===== src/rtl/nsfp_pkg.sv =====
// Package for the NMEA sentence field parser.
// Holds the record type, character codes and constant tables; no dependencies.
package nsfp_pkg;

  localparam int unsigned MantWidth      = 40;
  localparam int unsigned FieldWidth     = 5;
  localparam int unsigned DefMantDigits  = 12;
  localparam int unsigned DefMaxFields   = 20;

  localparam logic [7:0] ChDollar = 8'h24;
  localparam logic [7:0] ChComma  = 8'h2C;
  localparam logic [7:0] ChStar   = 8'h2A;
  localparam logic [7:0] ChCr     = 8'h0D;
  localparam logic [7:0] ChLf     = 8'h0A;
  localparam logic [7:0] ChPlus   = 8'h2B;
  localparam logic [7:0] ChMinus  = 8'h2D;
  localparam logic [7:0] ChPoint  = 8'h2E;
  localparam logic [7:0] ChZero   = 8'h30;
  localparam logic [7:0] ChNine   = 8'h39;
  localparam logic [7:0] ChSpace  = 8'h20;
  localparam logic [7:0] ChTab    = 8'h09;
  localparam logic [7:0] ChVt     = 8'h0B;
  localparam logic [7:0] ChFf     = 8'h0C;

  // Sentence kinds
  localparam logic [1:0] KindGga = 2'd0;
  localparam logic [1:0] KindRmc = 2'd1;
  localparam logic [1:0] KindVtg = 2'd2;

  // Tag candidate masks
  localparam logic [2:0] TagGga = 3'b001;
  localparam logic [2:0] TagRmc = 3'b010;
  localparam logic [2:0] TagVtg = 3'b100;

  // Tag text after the dollar sign, one row per candidate
  localparam logic [7:0] TagChars [3][5] = '{
    '{8'h47, 8'h50, 8'h47, 8'h47, 8'h41},
    '{8'h47, 8'h50, 8'h52, 8'h4D, 8'h43},
    '{8'h47, 8'h50, 8'h56, 8'h54, 8'h47}
  };

  // Bounds for "integer part equals two": 2*10^f <= m < 3*10^f
  localparam logic [51:0] TwoPow [16] = '{
    52'd2, 52'd20, 52'd200, 52'd2000, 52'd20000, 52'd200000, 52'd2000000,
    52'd20000000, 52'd200000000, 52'd2000000000, 52'd20000000000,
    52'd200000000000, 52'd2000000000000, 52'd20000000000000,
    52'd200000000000000, 52'd2000000000000000
  };
  localparam logic [51:0] ThreePow [16] = '{
    52'd3, 52'd30, 52'd300, 52'd3000, 52'd30000, 52'd300000, 52'd3000000,
    52'd30000000, 52'd300000000, 52'd3000000000, 52'd30000000000,
    52'd300000000000, 52'd3000000000000, 52'd30000000000000,
    52'd300000000000000, 52'd3000000000000000
  };

  typedef struct packed {
    logic [1:0]            sentence_kind;
    logic [FieldWidth-1:0] field_number;
    logic [MantWidth-1:0]  mantissa;
    logic [3:0]            frac_digits;
    logic                  negative;
    logic [7:0]            first_char;
    logic [6:0]            pair_one;
    logic [6:0]            pair_two;
    logic [6:0]            pair_three;
    logic                  overflow;
    logic                  last;
  } rec_t;

  // Saturation limit: min(10^digits - 1, 2^40 - 1), evaluated at elaboration
  function automatic logic [MantWidth-1:0] mant_limit(int unsigned digits);
    logic [63:0] v;
    v = 64'd1;
    for (int unsigned i = 0; i < digits && i < 18; i++) begin
      v = v * 64'd10;
    end
    v = v - 64'd1;
    if (v > {24'd0, {MantWidth{1'b1}}}) begin
      v = {24'd0, {MantWidth{1'b1}}};
    end
    return v[MantWidth-1:0];
  endfunction

  function automatic logic is_dig(logic [7:0] c);
    return (c >= ChZero) && (c <= ChNine);
  endfunction

  function automatic logic is_blank(logic [7:0] c);
    return (c == ChSpace) || (c == ChTab) || (c == ChVt) || (c == ChFf);
  endfunction

endpackage


===== src/rtl/nsfp_if.sv =====
// Handshake channels of the NMEA sentence field parser.
// Depends on nsfp_pkg for field widths.
interface nsfp_byte_if;
  logic       valid;
  logic       ready;
  logic [7:0] byte_in;
  modport source (output valid, byte_in, input ready);
  modport sink   (input valid, byte_in, output ready);
  modport mon    (input valid, byte_in, ready);
endinterface

interface nsfp_rec_if;
  import nsfp_pkg::*;
  logic                  valid;
  logic                  ready;
  logic [1:0]            sentence_kind;
  logic [FieldWidth-1:0] field_number;
  logic [MantWidth-1:0]  mantissa;
  logic [3:0]            frac_digits;
  logic                  negative;
  logic [7:0]            first_char;
  logic [6:0]            pair_one;
  logic [6:0]            pair_two;
  logic [6:0]            pair_three;
  logic                  overflow;
  logic                  last;
  modport source (output valid, sentence_kind, field_number, mantissa, frac_digits,
                  negative, first_char, pair_one, pair_two, pair_three, overflow,
                  last, input ready);
  modport sink   (input valid, sentence_kind, field_number, mantissa, frac_digits,
                  negative, first_char, pair_one, pair_two, pair_three, overflow,
                  last, output ready);
  modport mon    (input valid, ready, sentence_kind, field_number, mantissa,
                  frac_digits, negative, first_char, pair_one, pair_two, pair_three,
                  overflow, last);
endinterface


===== src/rtl/nsfp_core.sv =====
// Sentence state and per-character update of the NMEA field parser.
// Depends on nsfp_pkg; one character is consumed per step_i pulse.
module nsfp_core import nsfp_pkg::*; #(
  parameter int unsigned MANTISSA_DIGITS = DefMantDigits,
  parameter int unsigned MAX_FIELDS      = DefMaxFields
) (
  input  logic       clk_i,
  input  logic       rst_ni,
  input  logic       step_i,
  input  logic [7:0] char_i,
  output logic       res_valid_o,
  output rec_t       res_o
);

  localparam logic [MantWidth-1:0]  MantLim = mant_limit(MANTISSA_DIGITS);
  localparam logic [FieldWidth-1:0] FieldMax = FieldWidth'(MAX_FIELDS);

  logic                  in_sent_q, in_sent_d;
  logic [2:0]            tag_q, tag_d;
  logic [1:0]            kind_q, kind_d;
  logic [FieldWidth-1:0] field_q, field_d;
  logic [3:0]            pos_q, pos_d;
  logic [MantWidth-1:0]  acc_q, acc_d;
  logic [3:0]            frac_q, frac_d;
  logic                  point_q, point_d;
  logic                  stop_q, stop_d;
  logic                  sign_q, sign_d;
  logic [7:0]            first_q, first_d;
  logic [6:0]            pair_q [3];
  logic [6:0]            pair_d [3];
  logic                  diff_q, diff_d;
  logic                  sat_q, sat_d;
  logic                  start_q, start_d;
  logic [7:0]            pend_q, pend_d;

  logic [3:0]            dig;
  logic [MantWidth+3:0]  nv;
  logic                  used;
  logic [1:0]            pidx;
  logic [6:0]            pval;

  assign dig = 4'(char_i - ChZero);
  assign nv  = {acc_q, 3'b000} + {2'b00, acc_q, 1'b0} + {{MantWidth{1'b0}}, dig};
  assign pidx = pos_q[2:1];

  // Decide whether the current field is reported for this sentence type
  always_comb begin
    unique case (kind_q)
      KindGga: used = (field_q >= 5'd1 && field_q <= 5'd9) || field_q == 5'd11 ||
                      ((field_q == 5'd13 || field_q == 5'd14) && diff_q);
      KindRmc: used = field_q >= 5'd1 && field_q <= 5'd12;
      default: used = field_q == 5'd1 || field_q == 5'd3 || field_q == 5'd5 ||
                      field_q == 5'd7 || field_q == 5'd9;
    endcase
  end

  // Value of a completed character pair
  always_comb begin
    pval = 7'd0;
    if (is_dig(pend_q)) begin
      pval = is_dig(char_i) ? 7'(pend_q - ChZero) * 7'd10 + 7'(dig) : 7'(pend_q - ChZero);
    end else if (is_blank(pend_q) || pend_q == ChPlus) begin
      pval = is_dig(char_i) ? 7'(dig) : 7'd0;
    end
  end

  // Next state and result for one character
  always_comb begin
    logic clr;
    clr       = 1'b0;
    in_sent_d = in_sent_q;
    tag_d     = tag_q;
    kind_d    = kind_q;
    field_d   = field_q;
    pos_d     = pos_q;
    acc_d     = acc_q;
    frac_d    = frac_q;
    point_d   = point_q;
    stop_d    = stop_q;
    sign_d    = sign_q;
    first_d   = first_q;
    pair_d    = pair_q;
    diff_d    = diff_q;
    sat_d     = sat_q;
    start_d   = start_q;
    pend_d    = pend_q;
    res_valid_o = 1'b0;
    res_o.sentence_kind = kind_q;
    res_o.field_number  = field_q;
    res_o.mantissa      = acc_q;
    res_o.frac_digits   = frac_q;
    res_o.negative      = sign_q;
    res_o.first_char    = first_q;
    res_o.pair_one      = pair_q[0];
    res_o.pair_two      = pair_q[1];
    res_o.pair_three    = pair_q[2];
    res_o.overflow      = sat_q;
    res_o.last          = 1'b0;

    if (char_i == ChDollar) begin
      // Open a fresh sentence, dropping any open one
      in_sent_d = 1'b1;
      tag_d     = 3'b111;
      kind_d    = KindGga;
      field_d   = '0;
      diff_d    = 1'b0;
      clr       = 1'b1;
    end else if (in_sent_q) begin
      if (char_i == ChStar || char_i == ChCr || char_i == ChLf) begin
        // Close the sentence with a last record, bare if field unused
        in_sent_d = 1'b0;
        res_valid_o = field_q != '0;
        res_o.last  = 1'b1;
        if (!used) begin
          res_o.field_number = '0;
          res_o.mantissa     = '0;
          res_o.frac_digits  = '0;
          res_o.negative     = 1'b0;
          res_o.first_char   = '0;
          res_o.pair_one     = '0;
          res_o.pair_two     = '0;
          res_o.pair_three   = '0;
          res_o.overflow     = 1'b0;
        end
      end else if (char_i == ChComma) begin
        if (field_q == '0) begin
          // End of tag: accept only a complete single match
          if (pos_q == 4'd5 && (tag_q == TagGga || tag_q == TagRmc || tag_q == TagVtg)) begin
            kind_d  = (tag_q == TagGga) ? KindGga : ((tag_q == TagRmc) ? KindRmc : KindVtg);
            field_d = 5'd1;
            clr     = 1'b1;
          end else begin
            in_sent_d = 1'b0;
          end
        end else begin
          // Status field of GGA enables the differential fields
          if (kind_q == KindGga && field_q == 5'd6) begin
            diff_d = !sign_q && !sat_q && ({12'd0, acc_q} >= TwoPow[frac_q]) &&
                     ({12'd0, acc_q} < ThreePow[frac_q]);
          end
          res_valid_o = used;
          if (field_q < FieldMax) begin
            field_d = field_q + 5'd1;
          end
          clr = 1'b1;
        end
      end else if (field_q == '0) begin
        // Tag character: drop candidates that disagree
        for (int i = 0; i < 3; i++) begin
          if (pos_q >= 4'd5 || TagChars[i][pos_q[2:0]] != char_i) begin
            tag_d[i] = 1'b0;
          end
        end
        if (pos_q != 4'hF) pos_d = pos_q + 4'd1;
      end else begin
        // Field character
        if (pos_q == 4'd0) first_d = char_i;
        if (pos_q < 4'd6) begin
          if (!pos_q[0]) begin
            pend_d       = char_i;
            pair_d[pidx] = is_dig(char_i) ? 7'(dig) : 7'd0;
          end else begin
            pair_d[pidx] = pval;
          end
        end
        if (!stop_q && !(!start_q && is_blank(char_i))) begin
          start_d = 1'b1;
          if (!start_q && (char_i == ChPlus || char_i == ChMinus)) begin
            sign_d = char_i == ChMinus;
          end else if (is_dig(char_i)) begin
            if (!sat_q && !(point_q && frac_q == 4'hF)) begin
              if (nv > {4'd0, MantLim}) begin
                acc_d = MantLim;
                sat_d = 1'b1;
              end else begin
                acc_d = nv[MantWidth-1:0];
                if (point_q) frac_d = frac_q + 4'd1;
              end
            end
          end else if (char_i == ChPoint && !point_q) begin
            point_d = 1'b1;
          end else begin
            stop_d = 1'b1;
          end
        end
        if (pos_q != 4'hF) pos_d = pos_q + 4'd1;
      end
    end

    // Clear the per-field state
    if (clr) begin
      pos_d   = '0;
      acc_d   = '0;
      frac_d  = '0;
      point_d = 1'b0;
      stop_d  = 1'b0;
      sign_d  = 1'b0;
      first_d = '0;
      pair_d  = '{7'd0, 7'd0, 7'd0};
      sat_d   = 1'b0;
      start_d = 1'b0;
      pend_d  = '0;
    end
  end

  // Advance the state on each consumed character
  always_ff @(posedge clk_i or negedge rst_ni) begin
    if (!rst_ni) begin
      in_sent_q <= 1'b0;
      tag_q     <= 3'b111;
      kind_q    <= KindGga;
      field_q   <= '0;
      pos_q     <= '0;
      acc_q     <= '0;
      frac_q    <= '0;
      point_q   <= 1'b0;
      stop_q    <= 1'b0;
      sign_q    <= 1'b0;
      first_q   <= '0;
      pair_q    <= '{7'd0, 7'd0, 7'd0};
      diff_q    <= 1'b0;
      sat_q     <= 1'b0;
      start_q   <= 1'b0;
      pend_q    <= '0;
    end else if (step_i) begin
      in_sent_q <= in_sent_d;
      tag_q     <= tag_d;
      kind_q    <= kind_d;
      field_q   <= field_d;
      pos_q     <= pos_d;
      acc_q     <= acc_d;
      frac_q    <= frac_d;
      point_q   <= point_d;
      stop_q    <= stop_d;
      sign_q    <= sign_d;
      first_q   <= first_d;
      pair_q    <= pair_d;
      diff_q    <= diff_d;
      sat_q     <= sat_d;
      start_q   <= start_d;
      pend_q    <= pend_d;
    end
  end

endmodule


===== src/rtl/nmea_sentence_field_parser.sv =====
// NMEA sentence field parser, top level: input register, parser core, result register.
// Depends on nsfp_pkg, nsfp_if and nsfp_core.
//
// Feed the receiver text one character per word on byte_i; each comma or end-of-sentence
// character may produce one field record on rec_o. A character taken from byte_i sits in
// the input register until the parser core consumes it; that step also loads its record
// (if any) into the result register, from which the record is offered on rec_o. The rate
// is one character per cycle while rec_o is drained. A record left waiting on rec_o holds
// the core, and byte_i is not ready while the input register holds a word that cannot be
// consumed.
module nmea_sentence_field_parser import nsfp_pkg::*; #(
  parameter int unsigned MANTISSA_DIGITS = DefMantDigits,
  parameter int unsigned MAX_FIELDS      = DefMaxFields
) (
  input  logic          clk_i,
  input  logic          rst_ni,
  nsfp_byte_if.sink     byte_i,
  nsfp_rec_if.source    rec_o
);

  logic       in_vld_q;
  logic [7:0] char_q;
  logic       step;
  logic       res_vld;
  rec_t       res;
  logic       out_vld_q;
  rec_t       out_q;

  // Consume when the result register is free or drains this cycle
  assign step         = in_vld_q && (!out_vld_q || rec_o.ready);
  assign byte_i.ready = !in_vld_q || step;

  // Hold the incoming word
  always_ff @(posedge clk_i or negedge rst_ni) begin
    if (!rst_ni) begin
      in_vld_q <= 1'b0;
    end else if (byte_i.valid && byte_i.ready) begin
      in_vld_q <= 1'b1;
    end else if (step) begin
      in_vld_q <= 1'b0;
    end
  end

  always_ff @(posedge clk_i) begin
    if (byte_i.valid && byte_i.ready) begin
      char_q <= byte_i.byte_in;
    end
  end

  nsfp_core #(
    .MANTISSA_DIGITS(MANTISSA_DIGITS),
    .MAX_FIELDS     (MAX_FIELDS)
  ) u_core (
    .clk_i      (clk_i),
    .rst_ni     (rst_ni),
    .step_i     (step),
    .char_i     (char_q),
    .res_valid_o(res_vld),
    .res_o      (res)
  );

  // Result register
  always_ff @(posedge clk_i or negedge rst_ni) begin
    if (!rst_ni) begin
      out_vld_q <= 1'b0;
    end else if (step) begin
      out_vld_q <= res_vld;
    end else if (rec_o.ready) begin
      out_vld_q <= 1'b0;
    end
  end

  always_ff @(posedge clk_i) begin
    if (step && res_vld) begin
      out_q <= res;
    end
  end

  assign rec_o.valid         = out_vld_q;
  assign rec_o.sentence_kind = out_q.sentence_kind;
  assign rec_o.field_number  = out_q.field_number;
  assign rec_o.mantissa      = out_q.mantissa;
  assign rec_o.frac_digits   = out_q.frac_digits;
  assign rec_o.negative      = out_q.negative;
  assign rec_o.first_char    = out_q.first_char;
  assign rec_o.pair_one      = out_q.pair_one;
  assign rec_o.pair_two      = out_q.pair_two;
  assign rec_o.pair_three    = out_q.pair_three;
  assign rec_o.overflow      = out_q.overflow;
  assign rec_o.last          = out_q.last;

endmodule


===== src/flat_wrapper.sv =====
// flat-port wrapper written by rule: the top's interface ports become plain ports
module nmea_sentence_field_parser_flat import nsfp_pkg::*;
#(
  parameter int unsigned MANTISSA_DIGITS = DefMantDigits,
  parameter int unsigned MAX_FIELDS      = DefMaxFields
)
  (clk_i, rst_ni, byte_i_valid, byte_i_byte_in, byte_i_ready, rec_o_valid, rec_o_sentence_kind, rec_o_field_number, rec_o_mantissa, rec_o_frac_digits, rec_o_negative, rec_o_first_char, rec_o_pair_one, rec_o_pair_two, rec_o_pair_three, rec_o_overflow, rec_o_last, rec_o_ready);
  nsfp_byte_if byte_i_i ();
  nsfp_rec_if rec_o_i ();
  input  logic clk_i;
  input  logic rst_ni;
  input wire logic [$bits(byte_i_i.valid)-1:0] byte_i_valid;
  input wire logic [$bits(byte_i_i.byte_in)-1:0] byte_i_byte_in;
  output wire logic [$bits(byte_i_i.ready)-1:0] byte_i_ready;
  output wire logic [$bits(rec_o_i.valid)-1:0] rec_o_valid;
  output wire logic [$bits(rec_o_i.sentence_kind)-1:0] rec_o_sentence_kind;
  output wire logic [$bits(rec_o_i.field_number)-1:0] rec_o_field_number;
  output wire logic [$bits(rec_o_i.mantissa)-1:0] rec_o_mantissa;
  output wire logic [$bits(rec_o_i.frac_digits)-1:0] rec_o_frac_digits;
  output wire logic [$bits(rec_o_i.negative)-1:0] rec_o_negative;
  output wire logic [$bits(rec_o_i.first_char)-1:0] rec_o_first_char;
  output wire logic [$bits(rec_o_i.pair_one)-1:0] rec_o_pair_one;
  output wire logic [$bits(rec_o_i.pair_two)-1:0] rec_o_pair_two;
  output wire logic [$bits(rec_o_i.pair_three)-1:0] rec_o_pair_three;
  output wire logic [$bits(rec_o_i.overflow)-1:0] rec_o_overflow;
  output wire logic [$bits(rec_o_i.last)-1:0] rec_o_last;
  input wire logic [$bits(rec_o_i.ready)-1:0] rec_o_ready;
  assign byte_i_i.valid = byte_i_valid;
  assign byte_i_i.byte_in = byte_i_byte_in;
  assign byte_i_ready = byte_i_i.ready;
  assign rec_o_valid = rec_o_i.valid;
  assign rec_o_sentence_kind = rec_o_i.sentence_kind;
  assign rec_o_field_number = rec_o_i.field_number;
  assign rec_o_mantissa = rec_o_i.mantissa;
  assign rec_o_frac_digits = rec_o_i.frac_digits;
  assign rec_o_negative = rec_o_i.negative;
  assign rec_o_first_char = rec_o_i.first_char;
  assign rec_o_pair_one = rec_o_i.pair_one;
  assign rec_o_pair_two = rec_o_i.pair_two;
  assign rec_o_pair_three = rec_o_i.pair_three;
  assign rec_o_overflow = rec_o_i.overflow;
  assign rec_o_last = rec_o_i.last;
  assign rec_o_i.ready = rec_o_ready;
  nmea_sentence_field_parser #(.MANTISSA_DIGITS(MANTISSA_DIGITS), .MAX_FIELDS(MAX_FIELDS)) u_core (.clk_i(clk_i), .rst_ni(rst_ni), .byte_i(byte_i_i), .rec_o(rec_o_i));
endmodule

===== config.mk =====
export PLATFORM = sky130hd
export DESIGN_NAME = nmea_sentence_field_parser_flat
export DESIGN_NICKNAME = d
export VERILOG_FILES = /design/src/rtl/nsfp_pkg.sv /design/src/rtl/nsfp_if.sv /design/src/rtl/nsfp_core.sv /design/src/rtl/nmea_sentence_field_parser.sv /design/src/flat_wrapper.sv
export SDC_FILE = /design/constraint.sdc
export NUM_CORES = 1
export LEC_CHECK = 0
export ABC_AREA = 1
export ABC_CLOCK_PERIOD_IN_PS = 8300
export BUFFER_PORTS_ARGS = -buffer_cell sky130_fd_sc_hd__buf_2
export CAP_MARGIN = 20
export CORE_ASPECT_RATIO = 1.1
export CORE_MARGIN = 2
export CORE_UTILIZATION = 30
export CTS_CLUSTER_DIAMETER = 60
export DETAILED_ROUTE_END_ITERATION = 12
export PLACE_DENSITY = 0.51
export SYNTH_ARGS = -nofsm -noshare
export SYNTH_HDL_FRONTEND = slang
export SYNTH_SLANG_ARGS = --single-unit

===== constraint.sdc =====
create_clock -name clk_i -period 8.3 [get_ports clk_i]
set_clock_uncertainty 0.05 [all_clocks]
set_input_delay 0.415 -clock clk_i [delete_from_list [all_inputs] [get_ports clk_i]]
set_output_delay 0.415 -clock clk_i [all_outputs]
set_load 0.01 [all_outputs]

==> key figures <==
Status
  – Status: complete, no violations

Detailed routing
  – Total iterations of the first detailed-routing run: 6
  – Post-detailed-route wirelength per cell: 17.5 µm
  – Vias: 14,000
  – Via-per-instance ratio: 4.88
  – Total Routed Length: 50,300 µm
  – Residual DRC: 0
  – Count of antenna-violating nets left after detailed routing: 0
  – Violation count after the first detailed-routing iteration: 1,190

Floorplan
  – Starting density of the core: 30.3%
  – Core box area: 51,200 µm²
  – Number of placement rows: just under 90
  – Number of top-level design ports: 97
  – Die Span Y: 242 µm
  – Horizontal die dimension: roughly 220 µm
  – Overall die area: 53,500 µm²

Yosys
  – Synth Warn #: 0
  – Synthesized net count: 2,309
  – #FFs+latches synth: approximately 200
  – Sequential fraction of the synthesis area: 34.5%
  – Count of flip-flops with a built-in enable after synthesis: 91
  – Number of unique standard cell types used by synthesis: 66
  – Avg Synthesized Cell Area: approximately 7.4 µm²
  – Fraction of registers with async set or reset after synthesis: between 50% and 60%
  – Commonest register cell after synthesis: dfrtp_1
  – Synthesized cell area: 15,500 µm²
  – Number of cells produced by synthesis: 2,107

Worst setup path
  – Worst r2r src: u_core.char_q[3]$_DFFE_PP_
  – Worst Path Arrival: 4470 ps
  – Ordered cell list for the critical path: fa_1 -> fa_1 -> nand2_1 -> nand3_1 -> nand3_1 -> nand2_1 -> nand2_1 -> nand2_1 -> xnor2_1 -> inv_1 -> a21oi_1 -> nand2_1 -> nand2_1 -> nand2_1 -> nand3_2 -> nand2_2 -> nand2_4 -> o211ai_1
  – Internal reg-to-reg setup slack: 4120 ps
  – Top fanout value on the critical path: 24
  – Crit path max-delay family: simple AND/OR/NAND/NOR gates
  – Setup crit end kind: flip-flop
  – Largest incremental delay on the critical path: 690 ps
  – Most frequent CP cell: nand2_1
  – Slowest cell on the critical path: edfxtp_1
  – Reg-to-reg critical path endpoint: u_core.u_core.acc_q[3]$_DFFE_PN0P_
  – Launching element type of the critical path: flip-flop
  – Number of buffers and inverters on the critical path: 1
  – Critical path type: reg -> reg
  – Worst reg-to-reg path cell count: 18
  – Data required time of the worst path: 8590 ps

GRT
  – Global-route wire length before repair: 78,600 µm
  – Via count of the first global-routing pass: 13,800
  – Tot GR Track Use: 19.2%
  – GRT Residual Overflow: 0
  – Number of antenna violations at the first check in global routing: 0
  – Maximum number of pins on one net before global-route repair: 80

STA
  – Normalized max-slew margin: 34.1%
  – Fmax: ~0.24 GHz
  – Number of endpoints with negative hold slack in the final report: 0
  – Post-layout min period: 4180 ps
  – Setup Viol. Count Final: 0
  – Tightest hold margin: approximately 57 ps
  – Portion of the clock cycle consumed by the worst path in the final layout: 50.4%
  – Transition time of the tightest slew-check pin: just under 1000 ps
  – Unrepaired setup endpoints after global routing: false
  – Slew Viols, Final: 0
  – Summed negative setup slack over all endpoints: 0 ps

Placement
  – Placed wire-length estimate: 40,400 µm
  – Number of instances in the placed design: 2,842
  – Input/output buffers: between 90 and 100
  – Placed standard-cell area: 16,700 µm²
  – RePlAce Congestion: about 0.92

Clock network
  – Number of post-CTS setup repair buffers: 0
  – Clock insertion delay at the later pin of the skew report: 500 ps
  – Clock tree from TritonCTS: built
  – Post-CTS Hold Fix Bufs: 1
  – Number of sinks on the clock net: 195
  – Count of H-tree levels built during CTS: 4
  – CTS clk-pin slew, worst paths: 90 ps
  – Master cell of the clock root buffer: clkbuf_16
  – Post-CTS resize count: 0
  – CTS buffer count: 17
  – Deepest clock path buffer count: 2

Pwr
  – Static leakage power: roughly 0.0085 µW
  – PwrDens: 183 nW/µm²
  – Maximum vdd ir drop: 0.143 mV

Cells and area
  – Leading cell types in the layout, fill and taps excluded: nand2_1 (596), inv_1 (330), nor2_1 (243)
  – Most common cell after layout, fill and taps aside: nand2_1
  – Number of inserted diodes: 0
  – Proportion of layout cells with a drive suffix above 1: under 10%
  – Layout Area Growth over Synthesis: 11.9%
  – Post-layout net count: 2,397
  – Non-Filler Cell Area, Final: 17,300 µm²
  – Filler cells: 5,522
  – Number of non-filler instances in the completed layout: 2,875

Hold path
  – Cell depth of the worst min-delay path: 1
  – Worst hold path class: in -> reg
  – Hold EP: u_core.char_q[5]$_DFFE_PP_
  – Hold Startpoint: byte_i_byte_in[5]

Run
  – # Max-Cap Violations: 0
## cells by family (layout without fill, tap and decap cells)
group,after synthesis,count (layout),synth area share (%)
AND/OR/NAND/NOR,1051,1051,28.6
buffers and inverters,382,483,9.59
AO/OA/AOI/OAI,270,270,10.7
flip-flops,195,195,34.5
adder cells (fa/ha/maj),190,190,15.5
XOR/XNOR,19,19,1.07
## how the worst max path moves through the flow
stage / from / endpoint / slack [ps] / cells past startpoint
after floorplan: u_core.u_core.field_q[0]$_DFFE_PN0P_ / u_core.rec_o.field_number[0]$_DFFE_PP_ / 630 / 11
after global placement: u_core.char_q[3]$_DFFE_PP_ / u_core.u_core.acc_q[2]$_DFFE_PN0P_ / 4240 / 18
after detailed placement: u_core.char_q[3]$_DFFE_PP_ / u_core.u_core.acc_q[3]$_DFFE_PN0P_ / 4150 / 18
after CTS: u_core.char_q[3]$_DFFE_PP_ / u_core.u_core.acc_q[3]$_DFFE_PN0P_ / 4140 / 18
after global routing: u_core.char_q[3]$_DFFE_PP_ / u_core.u_core.acc_q[3]$_DFFE_PN0P_ / 3720 / 18
final: u_core.char_q[3]$_DFFE_PP_ / u_core.u_core.acc_q[3]$_DFFE_PN0P_ / 4120 / 18
## routing by layer
metal | share of wire [%] | vias to the layer above | global-route usage [%]
li1 | - | 7029 | -
met1 | 46 | 6666 | 25.0
met2 | 48 | 289 | 32.1
met3 | 4.1 | 57 | 3.20
met4 | 2.6 | 0 | 6.27
met5 | 0 | - | 0
## worst reg2reg max path, stage by stage, from the launching register on
cell      delay, ps
edfxtp_1        690
fa_1            560
fa_1            520
nand2_1         110
nand3_1         170
nand3_1         120
nand2_1         180
nand2_1         110
nand2_1         110
xnor2_1         200
inv_1           100
a21oi_1         130
nand2_1         110
nand2_1          80
nand2_1         110
nand3_2         140
nand2_2          90
nand2_4         310
o211ai_1        160
## layout make-up
type / instances / area [µm²] / area share [%]
Timing Repair Buffer: 102 / 531 / 3.06
Tap cell: 667 / 835 / 4.82
Sequential cell: 195 / 5340 / 30.8
Inverter: 349 / 1320 / 7.64
Clock buffer: 17 / 425 / 2.45
Clock inverter: 15 / 204 / 1.18
Multi-Input combinational cell: 1530 / 8670 / 50.1
## sequential cells by signal, indices dropped and copies added (netlist names), 7 cells and up
register                 flops
u_core.rec_o.pair_two        7
u_core.rec_o.first_char      8
u_core.u_core.acc_q         40
u_core.rec_o.mantissa       40
u_core.u_core.pair_q        21
u_core.u_core.first_q        8
u_core.rec_o.pair_one        7
u_core.char_q                8
u_core.u_core.pend_q         8
u_core.rec_o.pair_three      7
## synthesized netlist by cell type, drive strengths merged (14+ instances only)
cell,instances,area [µm²]
ha,186,2330
xor2,14,123
inv,345,1310
o211ai,26,275
nor2,262,1070
nor3,28,151
o22ai,15,93.8
edfxtp,91,2730
o21ai,85,429
dfrtp,101,2530
clkbuf,18,67.6
nand4,30,188
a21oi,102,529
buf,15,93.8
nand3,101,533
nand2,607,2330
## through the flow
step	util [%]	power [µW]	setup slack [ps]
final	33.9	3170	4120
after CTS	33.9	3200	4140
after floorplan	-	1970	625
after detailed placement	32.6	2260	4150
after global placement	32.6	2250	4240
after global routing	33.9	3390	3720
## power by group
part,switching [µW],total [µW],internal [µW]
Combinational,689,1040,348
Sequential,92.3,1210,1120
Clock,475,918,442
Total,1260,3170,1910
Power figures use the tool's default switching activity.
